## src/rtl/tasi_pkg.sv

```systemverilog
// Package: shared constants, command/status types for the tour swap improver.
`default_nettype none
package tasi_pkg;
	localparam int MAX_CITIES = 256;
	localparam int CITY_W     = 8;
	localparam int POS_W      = 9;
	localparam int CFG_W      = 9;
	localparam int COORD_W    = 16;
	localparam int FRAC_BITS  = 8;
	localparam int D2_W       = 2 * COORD_W + 1;
	localparam int RAD_W      = ((D2_W + 2 * FRAC_BITS + 1) / 2) * 2;
	localparam int ROOT_W     = RAD_W / 2;
	localparam int REM_W      = ROOT_W + 3;
	localparam int CNT_W      = $clog2(ROOT_W + 1);
	localparam int COST_W     = 40;
	localparam int RUN_W      = COST_W + 1;
	localparam logic [COST_W-1:0] COST_MAX = '1;

	localparam logic [1:0] MODE_LOAD = 2'd0;
	localparam logic [1:0] MODE_INIT = 2'd1;
	localparam logic [1:0] MODE_PASS = 2'd2;
	localparam logic [1:0] MODE_READ = 2'd3;

	typedef enum logic [2:0] {T_NONE, T_RD, T_RD_IDX, T_FILL, T_WR_C, T_WR_B} tour_op_t;
	typedef enum logic [1:0] {P_CD, P_AB, P_AC, P_BD} pair_t;
	typedef enum logic [1:0] {R_HOLD, R_CLR, R_ADD, R_SWAP} run_op_t;
	typedef enum logic [1:0] {RES_NONE, RES_ZERO, RES_PASS, RES_READ} res_op_t;

	typedef struct packed {
		logic     capture;
		logic     load;
		logic     best_rst;
		logic     bp_clr;
		logic     bp_inc;
		tour_op_t tour_op;
		logic [1:0] off;
		logic     shift;
		logic     crd;
		pair_t    pair;
		logic     dstart;
		logic     dsave;
		run_op_t  run_op;
		res_op_t  res_op;
	} cmd_t;

	typedef struct packed {
		logic [1:0] mode;
		logic bp_eq_n;
		logic bp_eq_nm3;
		logic few;
		logic dist_done;
		logic better;
		logic out_busy;
	} sts_t;
endpackage
`default_nettype wire

```

## src/rtl/tasi_ctrl.sv

```systemverilog
// Controller: sequences load, tour fill, cost pass with swap search, and tour read.
`default_nettype none
module tasi_ctrl (
	input  wire logic clk,
	input  wire logic arst_n,
	input  wire logic in_valid,
	output logic in_ready,
	input  wire tasi_pkg::sts_t sts,
	output tasi_pkg::cmd_t cmd
);
	import tasi_pkg::*;

	typedef enum logic [24:0] {
		S_IDLE  = 25'h0000001, S_LOAD  = 25'h0000002, S_FILL  = 25'h0000004,
		S_RDX   = 25'h0000008, S_RDW   = 25'h0000010, S_I0    = 25'h0000020,
		S_I1    = 25'h0000040, S_IN    = 25'h0000080, S_IRD   = 25'h0000100,
		S_ISH   = 25'h0000200, S_ICRD  = 25'h0000400, S_IDST  = 25'h0000800,
		S_IWAIT = 25'h0001000, S_W0    = 25'h0002000, S_W1    = 25'h0004000,
		S_W2    = 25'h0008000, S_W3    = 25'h0010000, S_W4    = 25'h0020000,
		S_CRD   = 25'h0040000, S_DST   = 25'h0080000, S_DWAIT = 25'h0100000,
		S_EVAL  = 25'h0200000, S_WRB   = 25'h0400000, S_NEXT  = 25'h0800000,
		S_DONE  = 25'h1000000
	} state_t;

	state_t st_q, st_d;
	pair_t pair_q, pair_d;
	res_op_t res_q, res_d;

	always_ff @(posedge clk or negedge arst_n) begin
		if (!arst_n) begin
			st_q   <= S_IDLE;
			pair_q <= P_CD;
			res_q  <= RES_NONE;
		end else begin
			st_q   <= st_d;
			pair_q <= pair_d;
			res_q  <= res_d;
		end
	end

	assign in_ready = st_q == S_IDLE;

	always_comb begin
		cmd    = '0;
		st_d   = st_q;
		pair_d = pair_q;
		res_d  = res_q;
		case (st_q)
			S_IDLE: if (in_valid) begin
				cmd.capture = 1'b1;
				case (sts.mode)
					MODE_LOAD: st_d = S_LOAD;
					MODE_INIT: begin cmd.bp_clr = 1'b1; st_d = S_FILL; end
					MODE_PASS: begin
						cmd.bp_clr = 1'b1;
						cmd.run_op = R_CLR;
						st_d = S_I0;
					end
					default: st_d = S_RDX;
				endcase
			end
			S_LOAD: begin
				cmd.load = 1'b1;
				res_d = RES_ZERO;
				st_d = S_DONE;
			end
			S_FILL: begin
				cmd.tour_op = T_FILL;
				cmd.bp_inc = 1'b1;
				if (sts.bp_eq_n) begin
					cmd.best_rst = 1'b1;
					res_d = RES_ZERO;
					st_d = S_DONE;
				end
			end
			S_RDX: begin cmd.tour_op = T_RD_IDX; st_d = S_RDW; end
			S_RDW: begin res_d = RES_READ; st_d = S_DONE; end
			S_I0:  begin cmd.tour_op = T_RD; st_d = S_I1; end
			S_I1:  begin cmd.shift = 1'b1; st_d = S_IN; end
			S_IN:  begin cmd.bp_inc = 1'b1; st_d = S_IRD; end
			S_IRD: begin cmd.tour_op = T_RD; st_d = S_ISH; end
			S_ISH: begin cmd.shift = 1'b1; st_d = S_ICRD; end
			S_ICRD: begin cmd.crd = 1'b1; cmd.pair = P_CD; st_d = S_IDST; end
			S_IDST: begin cmd.dstart = 1'b1; st_d = S_IWAIT; end
			S_IWAIT: if (sts.dist_done) begin
				cmd.run_op = R_ADD;
				if (!sts.bp_eq_n) st_d = S_IN;
				else if (sts.few) begin res_d = RES_PASS; st_d = S_DONE; end
				else begin cmd.bp_clr = 1'b1; st_d = S_W0; end
			end
			S_W0: begin cmd.tour_op = T_RD; cmd.off = 2'd0; st_d = S_W1; end
			S_W1: begin cmd.tour_op = T_RD; cmd.off = 2'd1; cmd.shift = 1'b1; st_d = S_W2; end
			S_W2: begin cmd.tour_op = T_RD; cmd.off = 2'd2; cmd.shift = 1'b1; st_d = S_W3; end
			S_W3: begin cmd.tour_op = T_RD; cmd.off = 2'd3; cmd.shift = 1'b1; st_d = S_W4; end
			S_W4: begin cmd.shift = 1'b1; pair_d = P_CD; st_d = S_CRD; end
			S_CRD: begin cmd.crd = 1'b1; cmd.pair = pair_q; st_d = S_DST; end
			S_DST: begin cmd.dstart = 1'b1; st_d = S_DWAIT; end
			S_DWAIT: if (sts.dist_done) begin
				cmd.dsave = 1'b1;
				cmd.pair = pair_q;
				if (pair_q == P_BD) st_d = S_EVAL;
				else begin pair_d = pair_t'(pair_q + 2'd1); st_d = S_CRD; end
			end
			S_EVAL: begin
				if (sts.better) begin
					cmd.tour_op = T_WR_C;
					cmd.off = 2'd1;
					cmd.run_op = R_SWAP;
					st_d = S_WRB;
				end else st_d = S_NEXT;
			end
			S_WRB: begin cmd.tour_op = T_WR_B; cmd.off = 2'd2; st_d = S_NEXT; end
			S_NEXT: begin
				if (sts.bp_eq_nm3) begin res_d = RES_PASS; st_d = S_DONE; end
				else begin cmd.bp_inc = 1'b1; st_d = S_W0; end
			end
			S_DONE: if (!sts.out_busy) begin
				cmd.res_op = res_q;
				st_d = S_IDLE;
			end
			default: st_d = S_IDLE;
		endcase
	end
endmodule
`default_nettype wire

```

## config.mk

```make
export PLATFORM = sky130hd
export DESIGN_NAME = tasi_ctrl
export DESIGN_NICKNAME = d
export VERILOG_FILES = /design/src/rtl/tasi_pkg.sv /design/src/rtl/tasi_ctrl.sv
export SDC_FILE = /design/constraint.sdc
export NUM_CORES = 1
export LEC_CHECK = 0
export BUFFER_PORTS_ARGS = -buffer_cell sky130_fd_sc_hd__buf_4
export CORE_ASPECT_RATIO = 1.4
export CORE_UTILIZATION = 30
export CTS_CLUSTER_SIZE = 24
export DETAILED_ROUTE_END_ITERATION = 12
export GPL_TIMING_DRIVEN = 0
export SLEW_MARGIN = 25
export SYNTH_ARGS = -nofsm -noshare
export SYNTH_HDL_FRONTEND = slang
export SYNTH_SLANG_ARGS = --single-unit
```

## constraint.sdc

```tcl
create_clock -name clk -period 3.1 [get_ports clk]
set_input_delay 0.155 -clock clk [delete_from_list [all_inputs] [get_ports clk]]
set_output_delay 0.155 -clock clk [all_outputs]
set_load 0.05 [all_outputs]
```

Word-level counts from Yosys, hierarchy flattened. Index checks and enable logic that the tools add are counted.

Add/sub/neg operators: 1. Eq/ne operators: 37. Multiplexer cells: 51. Reductions and logical operators: 14.

Operators with widths (count): 25-bit case mux with 24 select lines (1); 25-bit 2-to-1 mux (8); 25-bit by 1-bit == test with 1-bit output, second input constant (1); 25-bit by 10-bit == test with 1-bit output, second input constant (1); 25-bit by 11-bit == test with 1-bit output, second input constant (1); 25-bit by 12-bit == test with 1-bit output, second input constant (1); 25-bit by 13-bit == test with 1-bit output, second input constant (1); 25-bit by 14-bit == test with 1-bit output, second input constant (1); 25-bit by 15-bit == test with 1-bit output, second input constant (1); 25-bit by 16-bit == test with 1-bit output, second input constant (1); 25-bit by 17-bit == test with 1-bit output, second input constant (1); 25-bit by 18-bit == test with 1-bit output, second input constant (1); 25-bit by 19-bit == test with 1-bit output, second input constant (1); 25-bit by 2-bit == test with 1-bit output, second input constant (1); 25-bit by 20-bit == test with 1-bit output, second input constant (1); 25-bit by 21-bit == test with 1-bit output, second input constant (1); 25-bit by 22-bit == test with 1-bit output, second input constant (1); 25-bit by 23-bit == test with 1-bit output, second input constant (1); 25-bit by 24-bit == test with 1-bit output, second input constant (1); 25-bit == test, second input constant (1); 25-bit by 3-bit == test with 1-bit output, second input constant (1); 25-bit by 4-bit == test with 1-bit output, second input constant (1); 25-bit by 5-bit == test with 1-bit output, second input constant (1); 25-bit by 6-bit == test with 1-bit output, second input constant (1); other kinds (27) (72).

Flip-flop bits (word level): 29. Input port bits: 11. Output and inout port bits: 21. Word-level logic and storage cells: 106.

Depth between registers and ports, before layout.
Depth in word-level cells: 5. Mapped depth: 8. Depth with buffers taken out: 6.

Worst setup path after synthesis. Ideal clock, no wire load.

Kind: reg2out. Start: reg st_q[9]. End: out cmd[18] (netlist name). Arrival time: 3.062 ns. Path slack: -0.117 ns. Stages on the path, launching flop included: 5. Path through: dfrtp_1 nor4_2 nand4_2 or3_4 nor4bb_1.

RTL lines: start, declared (line tasi_ctrl.sv:25) `state_t st_q, st_d;`; start signal, assigned (line tasi_ctrl.sv:35) `st_q <= st_d;`; end, declared (line tasi_ctrl.sv:9) `output tasi_pkg::cmd_t cmd`.

==> flow_summary.json <==
{
  "worstPathArrival_ps": 2840,
  "cp_max_fo": 10,
  "vias_per_cell": 5.475,
  "finalWirelength_um": 5647,
  "max_freq_mhz": 334.4,
  "synth_top_area_share": 0.3436,
  "io_buffers": 30,
  "core_area_mm2": 0.006569,
  "ys.flop_type": "dfrtp_1",
  "io_pins": 32,
  "setup_violations": 0,
  "grt_pass1_wl_um": 9142,
  "dieArea_mm2": 0.007137,
  "period_share": 0.9647,
  "max-slew-margin-rel": 0.6074,
  "cts_tree": "done",
  "synthTopCellsByArea": "dfrtp_1 34%, nor2_1 4.8%, nor4_4 4.2%, nor4b_1 3.4%, nand4_1 3.4%",
  "start_kind": "flop",
  "p_per_area_mw_per_mm2": 554.1,
  "vdd_drop_max_mv": 0.5090,
  "design_area_mm2": 0.002500,
  "max_stage_delay_ps": 520,
  "initial_core_util": 0.3105,
  "fin_cells": 345,
  "cts_root_buffer": "clkbuf_8",
  "die_height_um": 99.56,
  "cp_data_required_time_ps": 2940,
  "critPathLaunch": "st_q[3]$_DFFE_PN0P_",
  "area_growth_pct": 22.58,
  "drive_above_1_share": 0.2657,
  "regToRegEndpoint": "st_q[0]$_DFFE_PN1P_",
  "overflow": 0,
  "synthCells": 229,
  "min_period_ps": 2990,
  "p_sw_frac": 0.4203,
  "layout_common_cells": "33 x buf_4, 28 x dfrtp_1, 25 x nor2_1, 13 x nand2_1, 12 x inv_1",
  "rows": 35,
  "syn_area_mm2": 0.002039,
  "hp-class": "input pin to flop",
  "internal-power_w": 0.0008030,
  "routed-via-count": 1889,
  "worstPathCellList": "nor4_2, buf_2, and2_1, nand3_1, nor3b_1, or2_1, and2_1, buf_4",
  "clk_latency_ps": 290,
  "critPathCaptureType": "output port",
  "final_common_cell": "buf_4",
  "drt-initial-drc-count": 90,
  "cts.reportedPaths.clkPinSlew_ps": 60,
  "synth-edff-count": 0,
  "synth_top_area_cell": "dfrtp_1",
  "ys_ff_latch": 29,
  "post-route-drc-count": 0,
  "grt_pass1_vias": 1833,
  "async_flop_share": 1.000,
  "slowest_stage": "nor3b_1",
  "finalClockSkew_ps": 4.154,
  "worst_pin_slew_ps": 583.6,
  "synth.distinct_cells": 53,
  "gp_congestion": 0.8598,
  "crit_top_cell": "and2_1",
  "die_width_um": 71.69,
  "nets": 286,
  "max_cap_violations": 0,
  "hold_viol_final": 0,
  "ff2ff_path_depth": 7,
  "maxSlewViolCount": 0,
  "rsz0062_at_grt": "false",
  "leakage_nw": 1.222,
  "crit_type": "flop to output port",
  "cts_sinks": 29,
  "wl_per_cell_um": 16.37,
  "grt_usage": 0.1688,
  "synth_nets": 245,
  "r2r_start": "st_q[9]$_DFFE_PN0P_",
  "grt_antenna_before_repair": 0,
  "numCtsBuffers": 5,
  "ys_seq_area_frac": 0.3564,
  "pwr-share-seq": 0.323,
  "grt_max_degree": 30,
  "outcome": "finished clean",
  "r2r_setup_slack_ps": 640,
  "combPwrFrac": 0.423,
  "clockBufferDepth": 2,
  "num_antenna_cells": 0,
  "fin_setup_tns_ps": 0,
  "hpwl_um": 4381,
  "worstSetupEndpoint": "cmd[6]",
  "postPlaceCellArea_mm2": 0.002364,
  "syn_area_per_cell_um2": 8.906,
  "power.switching_w": 0.0005822,
  "drt-pass1-iter-count": 4,
  "yosysWarnings": 0,
  "p_clk_frac": 0.254,
  "placed_cells": 333,
  "cts-htree-levels": 2,
  "detail-route-antenna-nets": 0
}
metal layers:
| layer | share of wire | vias to the layer above | global-route usage |
|---|---|---|---|
| met5 | 0 | - | 0 |
| met4 | 0.052 | 0 | 0.1101 |
| met3 | 0.039 | 18 | 0.02330 |
| met2 | 0.50 | 68 | 0.2823 |
| met1 | 0.41 | 888 | 0.1997 |
| li1 | - | 915 | - |
state kept, by name, indices dropped and copies added, names as in the netlist:
name,count
st_q,25
res_q,2
pair_q,2
worst max-delay path, delay by kind of cell, from the launching register on:
family / cells / cell delay, ps
buf+inv: 2 / 490
flops: 1 / 440
simple gates: 6 / 1610
cells in the mapped netlist, types with 2 or more instances:
cell type  instances
a21o_1             2
nor2b_1            4
nor4b_1            8
xor2_1             3
o21a_1             2
nor4_2             4
and2_1             7
nor3b_1            2
clkbuf_1           3
nand4_1           11
nand3b_1           6
inv_1             12
nor4_1             6
nor3_1            10
nand2b_1           4
a21oi_1            8
or2_2              7
nor3_2             3
or3_4              2
nand3_1            6
ha_1               5
or3_1              3
nand2_1           13
nand4b_1           2
dfrtp_1           28
nor2_1            26
or2_1              3
buf_2              4
and3_1             3
o21ai_0            6
nor4_4             4
worst min path at each step:
stage                start                    end  slack, ps  cells after the start
CTS                 sts[1]   st_q[23]$_DFFE_PN0P_         70                      2
global placement    arst_n   st_q[19]$_DFFE_PN0P_        100                      1
finish              sts[1]   st_q[23]$_DFFE_PN0P_         70                      2
global route        sts[1]   st_q[23]$_DFFE_PN0P_         70                      2
floorplan           arst_n  pair_q[0]$_DFFE_PN0P_       -140                      0
detailed placement  arst_n   st_q[19]$_DFFE_PN0P_        110                      1
per-stage QoR:
| step | setup slack, ps | util | power, W | hold slack, ps |
|---|---|---|---|---|
| final | 109.5 | 0.3806 | 0.001385 | 71.56 |
| after global routing | 16.77 | 0.3806 | 0.001464 | 74.38 |
| after CTS | 71.65 | 0.3768 | 0.001389 | 73.43 |
| after detailed placement | 398.0 | 0.3598 | 0.001037 | 106.3 |
| after global placement | 397.6 | 0.3598 | 0.001032 | 104.2 |
| after floorplan | 214.5 | - | 0.0008799 | -140.6 |
kinds of logic (layout without fill, tap and decap cells):
group,after synthesis,in the layout,share of synthesized area
fa+ha+maj,5,5,0.03067
flops,29,29,0.3564
compound gates,29,29,0.09203
buf+inv,19,61,0.03742
xor+xnor,4,4,0.01718
simple gates,143,143,0.4663
cell type report:
cell class              instances  area, um2
multi-input cells             181       1245
fillers                       701       4069
plain buffers                   7      31.28
well taps                      74      92.59
repair buffers                 34      257.7
clock buffers                   7      96.34
flip-flops and latches         29      726.9
inverters                      12      45.04
clock inverters                 1      5.005
power by group through the flow:
stage	combinational, W	clock [W]	sequential, W
finish	0.000585	0.000352	0.000448
global placement	0.000578	0	0.000454
detailed placement	0.000582	0	0.000455
floorplan	0.000433	0	0.000447
global route	0.000637	0.000374	0.000454
CTS	0.000585	0.000356	0.000447
what timing repair did:
action / CTS / global route
gates resized for setup: 0 / 1
setup endpoints to repair: 0 / 5
endpoints found under the hold margin: 28 / 0
hold buffers: 1 / 0
setup buffers: 0 / 3
(Power assumes the default switching activity.)
